## src/hdl/pwcc_pkg.sv

```systemverilog
// Package for the path/wall crossing check: wall and segment types, arithmetic
// widths and operation codes. No dependencies; every other file imports it.
`timescale 1ns / 1ps
`default_nettype none

package pwcc_pkg;

  localparam int COORD_W  = 16;  // signed Q8.8 coordinate
  localparam int DIFF_W   = 17;  // difference of two coordinates
  localparam int PROD_W   = 34;  // product of two differences
  localparam int CROSS_W  = 35;  // difference of two products
  localparam int INDEX_W  = 6;   // wall index field
  localparam int COUNT_W  = 7;   // wall_count register

  localparam logic OP_WRITE = 1'b0;
  localparam logic OP_QUERY = 1'b1;

  // One stored wall: start and end point.
  typedef struct packed {
    logic signed [COORD_W-1:0] sx;
    logic signed [COORD_W-1:0] sy;
    logic signed [COORD_W-1:0] ex;
    logic signed [COORD_W-1:0] ey;
  } wall_t;

  // The path under test: start point and direction.
  typedef struct packed {
    logic signed [COORD_W-1:0] p0x;
    logic signed [COORD_W-1:0] p0y;
    logic signed [DIFF_W-1:0]  rx;
    logic signed [DIFF_W-1:0]  ry;
  } seg_t;

  // A wall presented to the tester.
  typedef struct packed {
    logic  valid;
    wall_t wall;
  } probe_t;

  // Verdict of the tester for one wall.
  typedef struct packed {
    logic valid;
    logic hit;
  } hit_t;

endpackage

`default_nettype wire

```

## src/hdl/pwcc_cell.sv

```systemverilog
// One cell of the wall ring: holds a single wall, loads it on a write and
// passes it to its neighbor while the ring rotates. Uses pwcc_pkg.
`timescale 1ns / 1ps
`default_nettype none

module pwcc_cell (
  input  wire             clk_i,
  input  wire             load_i,
  input  pwcc_pkg::wall_t wall_i,
  input  wire             shift_i,
  input  pwcc_pkg::wall_t nbr_i,
  output pwcc_pkg::wall_t wall_o
);
  import pwcc_pkg::*;

  wall_t wall_q;
  wall_t wall_d;

  always_comb begin
    priority if (load_i) begin
      wall_d = wall_i;
    end else if (shift_i) begin
      wall_d = nbr_i;
    end else begin
      wall_d = wall_q;
    end
  end

  always_ff @(posedge clk_i) begin
    wall_q <= wall_d;
  end

  assign wall_o = wall_q;

endmodule

`default_nettype wire

```

## config.mk

```make
export PLATFORM = sky130hd
export DESIGN_NAME = pwcc_cell
export DESIGN_NICKNAME = d
export VERILOG_FILES = /design/src/hdl/pwcc_pkg.sv /design/src/hdl/pwcc_cell.sv
export SDC_FILE = /design/constraint.sdc
export NUM_CORES = 1
export LEC_CHECK = 0
export ABC_CLOCK_PERIOD_IN_PS = 4500
export BUFFER_PORTS_ARGS = -buffer_cell sky130_fd_sc_hd__buf_2
export CAP_MARGIN = 40
export CORE_MARGIN = 3
export CORE_UTILIZATION = 34
export DETAILED_ROUTE_END_ITERATION = 10
export PLACE_DENSITY_LB_ADDON = 0.2
export SLEW_MARGIN = 20
export SYNTH_ARGS = -nofsm -noshare
export SYNTH_HDL_FRONTEND = slang
export SYNTH_SLANG_ARGS = --single-unit
```

## constraint.sdc

```tcl
create_clock -name clk_i -period 4.5 [get_ports clk_i]
set_clock_uncertainty 0.1 [all_clocks]
set_input_delay 0.9 -clock clk_i [delete_from_list [all_inputs] [get_ports clk_i]]
set_output_delay 0.9 -clock clk_i [all_outputs]
set_load 0.005 [all_outputs]
```

Word level (Yosys, flattened, before mapping)
Index checks and enable logic that the tools add are counted.

operators by class
  $add $sub $neg = 0
  multipliers = 0
  div/mod/pow operators = 0
  $lt $le $gt $ge = 0
  equal/unequal tests = 0
  shift operators = 0
  multiplexer cells = 2
  bitwise operators = 0
  reduce and logical (&&, ||, !) cells = 1

operators with widths
  cell                count
  two-way mux 64 bit  2
  nonzero test 2 bit  1

storage, ports and cells
  register bits after elaboration = 64
  latch bits = 0
  memory bits (writable) = 0
  ROM bits = 0
  output and inout port bits = 64
  memories kept = 0

Logic depth before layout (Yosys ltp)
Gate-level depths: netlist (run 1).

  depth in word-level cells = 2
  mapped depth = 3

Worst setup path before layout (run 1)
Ideal clock, no wire load.

  path kind = input port to flip-flop
  from = input load_i
  to = register wall_q (netlist bit wall_o[0]) (enable)
  setup time = 0.426 ns
  arrival = 2.649 ns
  path slack = 1.326 ns
  stages = 3
  path buffers = 2
  path through = buf_6 -> buf_6 -> or2_1

on the way
  longest elaborated chain between the ends = 1

ends and longest elaborated chain
  item                          line             RTL
  start, declared               pwcc_cell.sv:8   input wire load_i,
  nonzero test 2 bit (no line)  -
  end signal, assigned          pwcc_cell.sv:30  wall_q <= wall_d;
  end, declared                 pwcc_cell.sv:16  wall_t wall_q;

Every way passes these cells.
A chain may end at the register's enable or synchronous reset.

==> flow_summary.toml, run 1 <==
[route]
wire_per_inst_microns = 15.1
routed.top_layer = "met4"
dr_wl_met2_microns = 3150
wl_met3_microns = 875
num_vias = 1970
wl_met1_microns = 2500
drt-initial-drc-count = 60
postRouteAntennaNets = 0
vias_per_cell = 4.42
drcViolationCount = 0
wirelength_microns = 6720
drt_pass1_iterations = 4

[clock_tree]
cts.path.max_buffers = 2
post_cts_resized = 0
cts-root-buf = "clkbuf_8"
h-tree-depth = 3
cts_setup_buffers = 0
cts_buffers = 9
cts.clk_slew.worst_paths_ps = 70
cts_tree = "yes"
cts_hold_buffers = 0
cts.sinks = 64

[cells_and_area]
largest_register_ffs = 64
drive_above_1_share = 0.806
finalInstanceArea_sq_um = 4120
fill_cells = 751
seqCellArea_sq_um = 1920
final_nets = 467
areaGrowthSynthToFinish_pct = 41.7
multi_input_area_sq_um = 911
n_antenna_cell = 0

[timing]
fmax_mhz = 425
slew_violations = 0
maxSlewHeadroom = 0.465
rsz0062_at_grt = "no"
period_share = 0.523
finalHoldViolations = 0
finalSetupViolCount = 0
period_minus_slack_ps = 2350
tns_ps = 0
tightest_slew_ps = 802

[synth]
synth_cells = 136
netlist-cell-type-count = 6
synthTopCellsByCount = "edfxtp_1, mux2_4, mux2_2, buf_6"
yosys.area.top_type_share = 0.661
yosysMostFrequentCell = "edfxtp_1"
seq_area_frac_synth = 0.661
synth_edf_count = 64
synthFlopType = "edfxtp_1"
netlist_area_sq_um = 2910
synth_top_area_cell = "edfxtp_1"
synth_fp_nets = 267
ys_ff_latch = 64
synthTopCellsByArea = "edfxtp_1, mux2_4, mux2_2"
syn_area_per_cell_sq_um = 21.4
yosys_warnings = 0
async_flop_share = 0

[worst_setup_path]
cp-start-kind = "primary input"
path_class = "in2reg"
crit_path_end_kind = "flip-flop"
arrival_ps = 2330
required_ps = 4480
path_max_fanout = 36

[die]
io_pins = 195
die_w_microns = 98.4
start_util = 0.352
std_cell_rows = 33
coreArea_sq_um = 8260
die_y_microns = 98.4
die_area_sq_um = 9690

[power_and_ir_drop]
leakagePower_nw = 1.96
power_mw = 1.39
p_per_area_nw_per_um2 = 337
vdd_drop_max_v = 0.000160

[global_routing]
antenna_found_initial = 0
grt_start_max_net_pins = 65
track_usage = 0.138
grt_pass1_wl_microns = 10200
grt_pass1_vias = 1989
grt_overflow_total = 0

[hold_path]
whs_path_depth = 2
min_path_type = "in2reg"
min_from = "nbr_i[50]"
worstHoldEndpoint = "wall_o[50]$_DFFE_PP_"

[placement]
place.gp.congestion = 0.737
postPlaceCellArea_sq_um = 3950
io_buffers = 194

[run_status]
status = "finished clean"

[flow_run]
max_cap_violations = 0
[routing by layer]
| layer | global-route usage | vias to the layer above |
|---|---|---|
| met1 | 0.160 | 890 |
| li1 | - | 934 |
| met5 | 0 | - |
| met3 | 0.0644 | 13 |
| met2 | 0.215 | 133 |
| met4 | 0.0683 | 0 |
[kinds of logic after synthesis]
group,Yosys count,share of synthesized area
muxes,64,0.311
DFF,64,0.661
buffers and inverters,7,0.0250
and+or+nand+nor,1,0.00215
[report_power, final]
group | leakage (nW) | internal (mW) | switching [mW] | total [mW]
combinational | 1.24 | 0.142 | 0.0890 | 0.231
sequential | 0.652 | 0.732 | 0.0151 | 0.747
clock | 0.0757 | 0.196 | 0.212 | 0.407
total | 1.96 | 1.07 | 0.316 | 1.39
[how the worst max path moves through the flow]
stage          startpoint              endpoint
4_1_cts            load_i  wall_o[63]$_DFFE_PP_
3_5_place_dp       load_i  wall_o[63]$_DFFE_PP_
3_3_place_gp       load_i   wall_o[1]$_DFFE_PP_
5_1_grt            load_i  wall_o[63]$_DFFE_PP_
6_report           load_i  wall_o[61]$_DFFE_PP_
2_1_floorplan      load_i   wall_o[0]$_DFFE_PP_
[worst max-delay path, stage by stage]
cell,delay [ps]
buf_4,380
buf_4,610
mux2_2,410
[per-stage QoR]
step	hold WS [ps]	utilization	setup slack [ps]	instances
6_report	765	0.498	2150	446
4_1_cts	748	0.498	2120	446
2_1_floorplan	1020	-	1330	136
5_1_grt	742	0.498	2070	446
3_5_place_dp	1100	0.479	1760	430
3_3_place_gp	1100	0.479	1820	430
[final cells by class]
type,count,share of cell area
multi-input cells,65,0.221
well taps,105,0.0319
flip-flops and latches,64,0.467
clock inverters,6,0.00881
repair buffers,196,0.240
clock buffers,10,0.0310
[layout by cell type (no fill, tap or decap)]
cell          n
buf_2       193
buf_4         3
clkbuf_1      1
clkbuf_8      9
clkinv_1      1
clkinv_2      2
clkinvlp_4    3
edfxtp_1     64
mux2_2       15
mux2_4       49
or2_2         1
Power figures use the tool's default switching activity.
==> run 2, diff against run 1 <==
--- a/config.mk
+++ b/config.mk
@@ -5,7 +5,7 @@
 export SDC_FILE = /design/constraint.sdc
 export NUM_CORES = 1
 export LEC_CHECK = 0
-export ABC_CLOCK_PERIOD_IN_PS = 4500
+export ABC_CLOCK_PERIOD_IN_PS = 2100
 export BUFFER_PORTS_ARGS = -buffer_cell sky130_fd_sc_hd__buf_2
 export CAP_MARGIN = 40
 export CORE_MARGIN = 3
==> constraint.sdc (replaced) <==
create_clock -name clk_i -period 2.1 [get_ports clk_i]
set_clock_uncertainty 0.1 [all_clocks]
set_input_delay 0.42 -clock clk_i [delete_from_list [all_inputs] [get_ports clk_i]]
set_output_delay 0.42 -clock clk_i [all_outputs]
set_load 0.005 [all_outputs]
==> run 2 against run 1 <==
Against the previous run: highest routed layer unchanged; clock power grew to 3.1 times the previous value; critical path type is now reg2out; via count is 0.56% higher; final cell count up 0.67%.
==> flow_summary.toml, run 2 (synthesis results as in run 1) <==
[die]
die_y_microns = 98.4
die_w_microns = 98.4
coreArea_sq_um = 8260
start_util = 0.352
die_area_sq_um = 9690
io_pins = 195
std_cell_rows = 33

[clock_tree]
cts.clk_slew.worst_paths_ps = 80
h-tree-depth = 3
cts_tree = "yes"
cts.path.max_buffers = 2
cts_hold_buffers = 0
cts_setup_buffers = 0
cts_buffers = 9
post_cts_resized = 0
cts-root-buf = "clkbuf_8"
cts.sinks = 64

[worst_setup_path]
cp-start-kind = "flip-flop"
slowest_stage = "edfxtp_1"
cp_cell_sequence = "buf_2"
path_class = "reg2out"
required_ps = 1580
critical_path_buf_inv_count = 1
slowest_delay_ps = 380
startpoint = "wall_o[0]$_DFFE_PP_"
path_max_fanout = 1
crit_path_end_kind = "primary output"
arrival_ps = 860
cp_top_family = "flip-flops"
crit_end = "wall_o[0]"
crit_cells = 1

[global_routing]
grt_overflow_total = 0
grt_pass1_vias = 2003
grt_util_met3 = 0.0531
track_usage = 0.139
grt-busiest-layer = "met2"
grt_use_met1 = 0.140
met2_usage = 0.246
grt_pass1_wl_microns = 10100
antenna_found_initial = 0
grt_start_max_net_pins = 37

[timing]
finalSetupViolCount = 0
finalHoldViolations = 0
fmax_mhz = 723
tightest_slew_ps = 311
maxSlewHeadroom = 0.793
slew_violations = 0
rsz0062_at_grt = "no"
holdWs_ps = 274
period_share = 0.659
period_minus_slack_ps = 1380
setup_slack_ps = 716
tns_ps = 0

[power_and_ir_drop]
power_mw = 3.39
p_switching_mw = 0.716
p_comb_frac = 0.151
pwr-share-seq = 0.470
vdd_drop_max_v = 0.000377
netSwitchingFraction = 0.211
internal_power_mw = 2.68
leakagePower_nw = 2.05
p_per_area_nw_per_um2 = 793
clockPowerShare = 0.379

[cells_and_area]
fill_cells = 753
largest_register_ffs = 64
drive_above_1_share = 0.811
mostFrequentLayoutCell = "buf_2"
most-common-layout-cells = "buf_2, edfxtp_1, mux2_4"
final_nets = 470
n_antenna_cell = 0
areaGrowthSynthToFinish_pct = 47.3

[route]
wirelength_microns = 6990
drcViolationCount = 0
drt_pass1_iterations = 4
drt-initial-drc-count = 57
num_vias = 1981
wire_per_inst_microns = 15.6
vias_per_cell = 4.41
postRouteAntennaNets = 0

[flow_run]
max_cap_violations = 0

[placement]
dp_hpwl_microns = 5420
io_buffers = 194
place_ws_ps = 434
place.gp.congestion = 0.726

[run_status]
status = "finished clean"

[hold_path]
min_path_type = "in2reg"
## run 2: power by group through the flow
stage | registers [mW] | clock network [mW] | logic [mW]
floorplan | 1.65 | 0 | 0.199
global placement | 1.62 | 0 | 0.513
detailed placement | 1.63 | 0 | 0.520
CTS | 1.60 | 1.33 | 0.521
global route | 1.61 | 1.39 | 0.553
finish | 1.60 | 1.28 | 0.512
## run 2: cell type report
cell class,instances,area [sq um],area share
Clock inverter,7,119,0.0278
Multi-Input combinational cell,65,911,0.213
Tap cell,105,131,0.0307
Timing Repair Buffer,199,1070,0.251
Clock buffer,9,124,0.0289
Sequential cell,64,1920,0.449
## run 2: stage by stage
| stage | util | instance area [sq um] | instances |
|---|---|---|---|
| finish | 0.518 | 4280 | 449 |
| global placement | 0.489 | 4040 | 433 |
| global route | 0.518 | 4280 | 449 |
| floorplan | - | 2910 | 136 |
| detailed placement | 0.489 | 4040 | 433 |
| CTS | 0.518 | 4280 | 449 |
## run 2: how the worst min path moves through the flow
stage / start / to / slack (ps) / cells past startpoint
3_3_place_gp: nbr_i[20] / wall_o[20]$_DFFE_PP_ / 620 / 2
5_1_grt: wall_i[54] / wall_o[54]$_DFFE_PP_ / 250 / 2
2_1_floorplan: wall_i[12] / wall_o[12]$_DFFE_PP_ / 540 / 1
3_5_place_dp: nbr_i[16] / wall_o[16]$_DFFE_PP_ / 620 / 2
6_report: wall_i[38] / wall_o[38]$_DFFE_PP_ / 270 / 2
4_1_cts: wall_i[60] / wall_o[60]$_DFFE_PP_ / 250 / 2
## run 2: layer usage
metal / up-vias / routed length (microns)
met5: - / 0
met4: 0 / 182
met3: 12 / 614
met2: 104 / 3730
met1: 925 / 2460
li1: 940 / -
==> run 3, diff against run 2 <==
--- a/config.mk
+++ b/config.mk
@@ -5,7 +5,8 @@
 export SDC_FILE = /design/constraint.sdc
 export NUM_CORES = 1
 export LEC_CHECK = 0
-export ABC_CLOCK_PERIOD_IN_PS = 2100
+export ABC_AREA = 1
+export ABC_CLOCK_PERIOD_IN_PS = 1100
 export BUFFER_PORTS_ARGS = -buffer_cell sky130_fd_sc_hd__buf_2
 export CAP_MARGIN = 40
 export CORE_MARGIN = 3
==> constraint.sdc (replaced) <==
create_clock -name clk_i -period 1.1 [get_ports clk_i]
set_clock_uncertainty 0.1 [all_clocks]
set_input_delay 0.22 -clock clk_i [delete_from_list [all_inputs] [get_ports clk_i]]
set_output_delay 0.22 -clock clk_i [all_outputs]
set_load 0.005 [all_outputs]
==> run 3 against run 2 <==
Against the previous run: the flow now finishes with violations (negative setup slack); largest cell class unchanged; combinational power is 74% higher; critical path depth stayed put; critical endpoint is now wall_o[45]; non-clock buffer count is 4 higher; cell area is 5.4% lower; utilization hardly changed; highest routed layer unchanged; final cell count is 29% higher; sequential power is 91% higher; total power is 71% higher.
==> flow_summary.toml, run 3 <==
[flow_run]
max_cap_violations = 0

[route]
vias_per_cell = 4.27
wire_per_inst_microns = 12.4
drt-initial-drc-count = 76
num_vias = 2471
drcViolationCount = 0
drt_pass1_iterations = 4
postRouteAntennaNets = 0
wirelength_microns = 7190

[placement]
io_buffers = 194
place_ws_ps = -82.5
dp_hpwl_microns = 5630
dp_cells = 563
place.gp.congestion = 0.759

[timing]
setup_slack_ps = -72.9
fmax_mhz = 853
period_minus_slack_ps = 1170
rsz0062_at_grt = "yes"
period_share = 1.07
slew_violations = 0
tightest_slew_ps = 338
finalHoldViolations = 0
maxSlewHeadroom = 0.774
finalSetupViolCount = 64

[global_routing]
grt_start_max_net_pins = 36
antenna_found_initial = 0
track_usage = 0.149
grt_pass1_vias = 2156
grt_pass1_wl_microns = 10100
grt_overflow_total = 0

[synth]
seq_area_frac_synth = 0.698
yosys.area.top_type_share = 0.698
synth_edf_count = 64
synth_top_area_cell = "edfxtp_1"
yosysMostFrequentCell = "nand2_1"
synthFlopType = "edfxtp_1"
synth_fp_nets = 402
async_flop_share = 0
netlist_area_sq_um = 2760
synth_cells = 271
syn_area_per_cell_sq_um = 10.2
netlist-cell-type-count = 6
synthTopCellsByCount = "nand2_1, edfxtp_1, buf_2, buf_6"
ys_ff_latch = 64
synthTopCellsByArea = "edfxtp_1, nand2_1, buf_6"
yosys_warnings = 0

[die]
coreArea_sq_um = 7810
start_util = 0.353
die_w_microns = 96.0
io_pins = 195
std_cell_rows = 32
die_y_microns = 96.0
die_area_sq_um = 9220

[worst_setup_path]
crit_cells = 1
startpoint = "wall_o[45]$_DFFE_PP_"
cp-start-kind = "flip-flop"
arrival_ps = 850
slowest_delay_ps = 390
critical_path_buf_inv_count = 1
cp_top_family = "flip-flops"
path_class = "reg2out"
path_max_fanout = 1
slowest_stage = "edfxtp_1"
required_ps = 780
cp_cell_sequence = "buf_2"
crit_path_end_kind = "primary output"
crit_end = "wall_o[45]"

[clock_tree]
h-tree-depth = 3
cts.clk_slew.worst_paths_ps = 70
cts_tree = "yes"
cts-root-buf = "clkbuf_8"
cts.path.max_buffers = 2
cts_buffers = 9
cts_hold_buffers = 0
cts.sinks = 64

[cells_and_area]
fill_cells = 752
fin_cells = 579
areaGrowthSynthToFinish_pct = 47.0
drive_above_1_share = 0.455
n_antenna_cell = 0
mostFrequentLayoutCell = "buf_2"
most-common-layout-cells = "buf_2, nand2_1, edfxtp_1"
final_nets = 603
seqCellArea_sq_um = 1920
multi_input_area_sq_um = 729
largest_register_ffs = 64

[power_and_ir_drop]
leakagePower_nw = 2.15
power_mw = 5.79
vdd_drop_max_v = 0.000658
p_per_area_nw_per_um2 = 1430

[run_status]
status = "finished with violations"
violations = "negative setup slack"

[hold_path]
whs_path_depth = 3
min_path_type = "in2reg"
[run 3: cell types whose count changed after synthesis]
cell / delta
mux2_4: -49
mux2_2: -15
inv_2: +1
nand2_1: +192
buf_2: +6
or2_2: +1
or2_1: -1
[run 3: per-layer routing]
layer	track usage	wire length (microns)
met3	0.0493	793
met4	0.0711	82
met5	0	0
met2	0.235	3370
met1	0.185	2950
[run 3: where the power goes]
| group | switching (mW) | leakage (nW) | total [mW] | internal [mW] |
|---|---|---|---|---|
| sequential | 0.0621 | 0.659 | 3.06 | 2.99 |
| clock | 0.816 | 0.0922 | 1.84 | 1.03 |
| combinational | 0.440 | 1.40 | 0.890 | 0.450 |
| total | 1.32 | 2.15 | 5.79 | 4.47 |
[run 3: cell type report]
| class | count | area share |
|---|---|---|
| Sequential cell | 64 | 0.475 |
| Timing Repair Buffer | 203 | 0.269 |
| Multi-Input combinational cell | 193 | 0.180 |
| Clock buffer | 11 | 0.0324 |
| Tap cell | 102 | 0.0315 |
| Clock inverter | 5 | 0.0117 |
| Inverter | 1 | 0.000927 |
[run 3: logic make-up (layout without fill, tap and decap cells)]
logic type | Yosys count | count (layout) | synth area share
and+or+nand+nor | 193 | 193 | 0.264
DFF | 64 | 64 | 0.698
buffers and inverters | 14 | 220 | 0.0386
[run 3: metrics by stage]
stage	TNS (ps)	hold WS, ps	utilization	instance area (sq um)
floorplan	-15350	299	-	2770
global placement	-5070	388	0.496	3870
detailed placement	-5320	387	0.496	3870
CTS	-4150	28.6	0.519	4050
global route	-5460	40.5	0.519	4050
finish	-2250	55.6	0.519	4050
[run 3: how the worst min path moves through the flow]
stage / slack [ps] / endpoint / startpoint
after floorplan: 300 / wall_o[0]$_DFFE_PP_ / nbr_i[0]
final: 60 / wall_o[29]$_DFFE_PP_ / nbr_i[29]
after detailed placement: 390 / wall_o[61]$_DFFE_PP_ / nbr_i[61]
after global placement: 390 / wall_o[47]$_DFFE_PP_ / nbr_i[47]
after global routing: 40 / wall_o[60]$_DFFE_PP_ / wall_i[60]
after CTS: 30 / wall_o[29]$_DFFE_PP_ / nbr_i[29]
[run 3: repair_timing]
item	4_1_cts	5_1_grt
endpoints found under the setup margin	64	64
gates resized for setup	0	0
pin swaps	0	0
hold endpoints to repair	0	0
buffers inserted	0	0
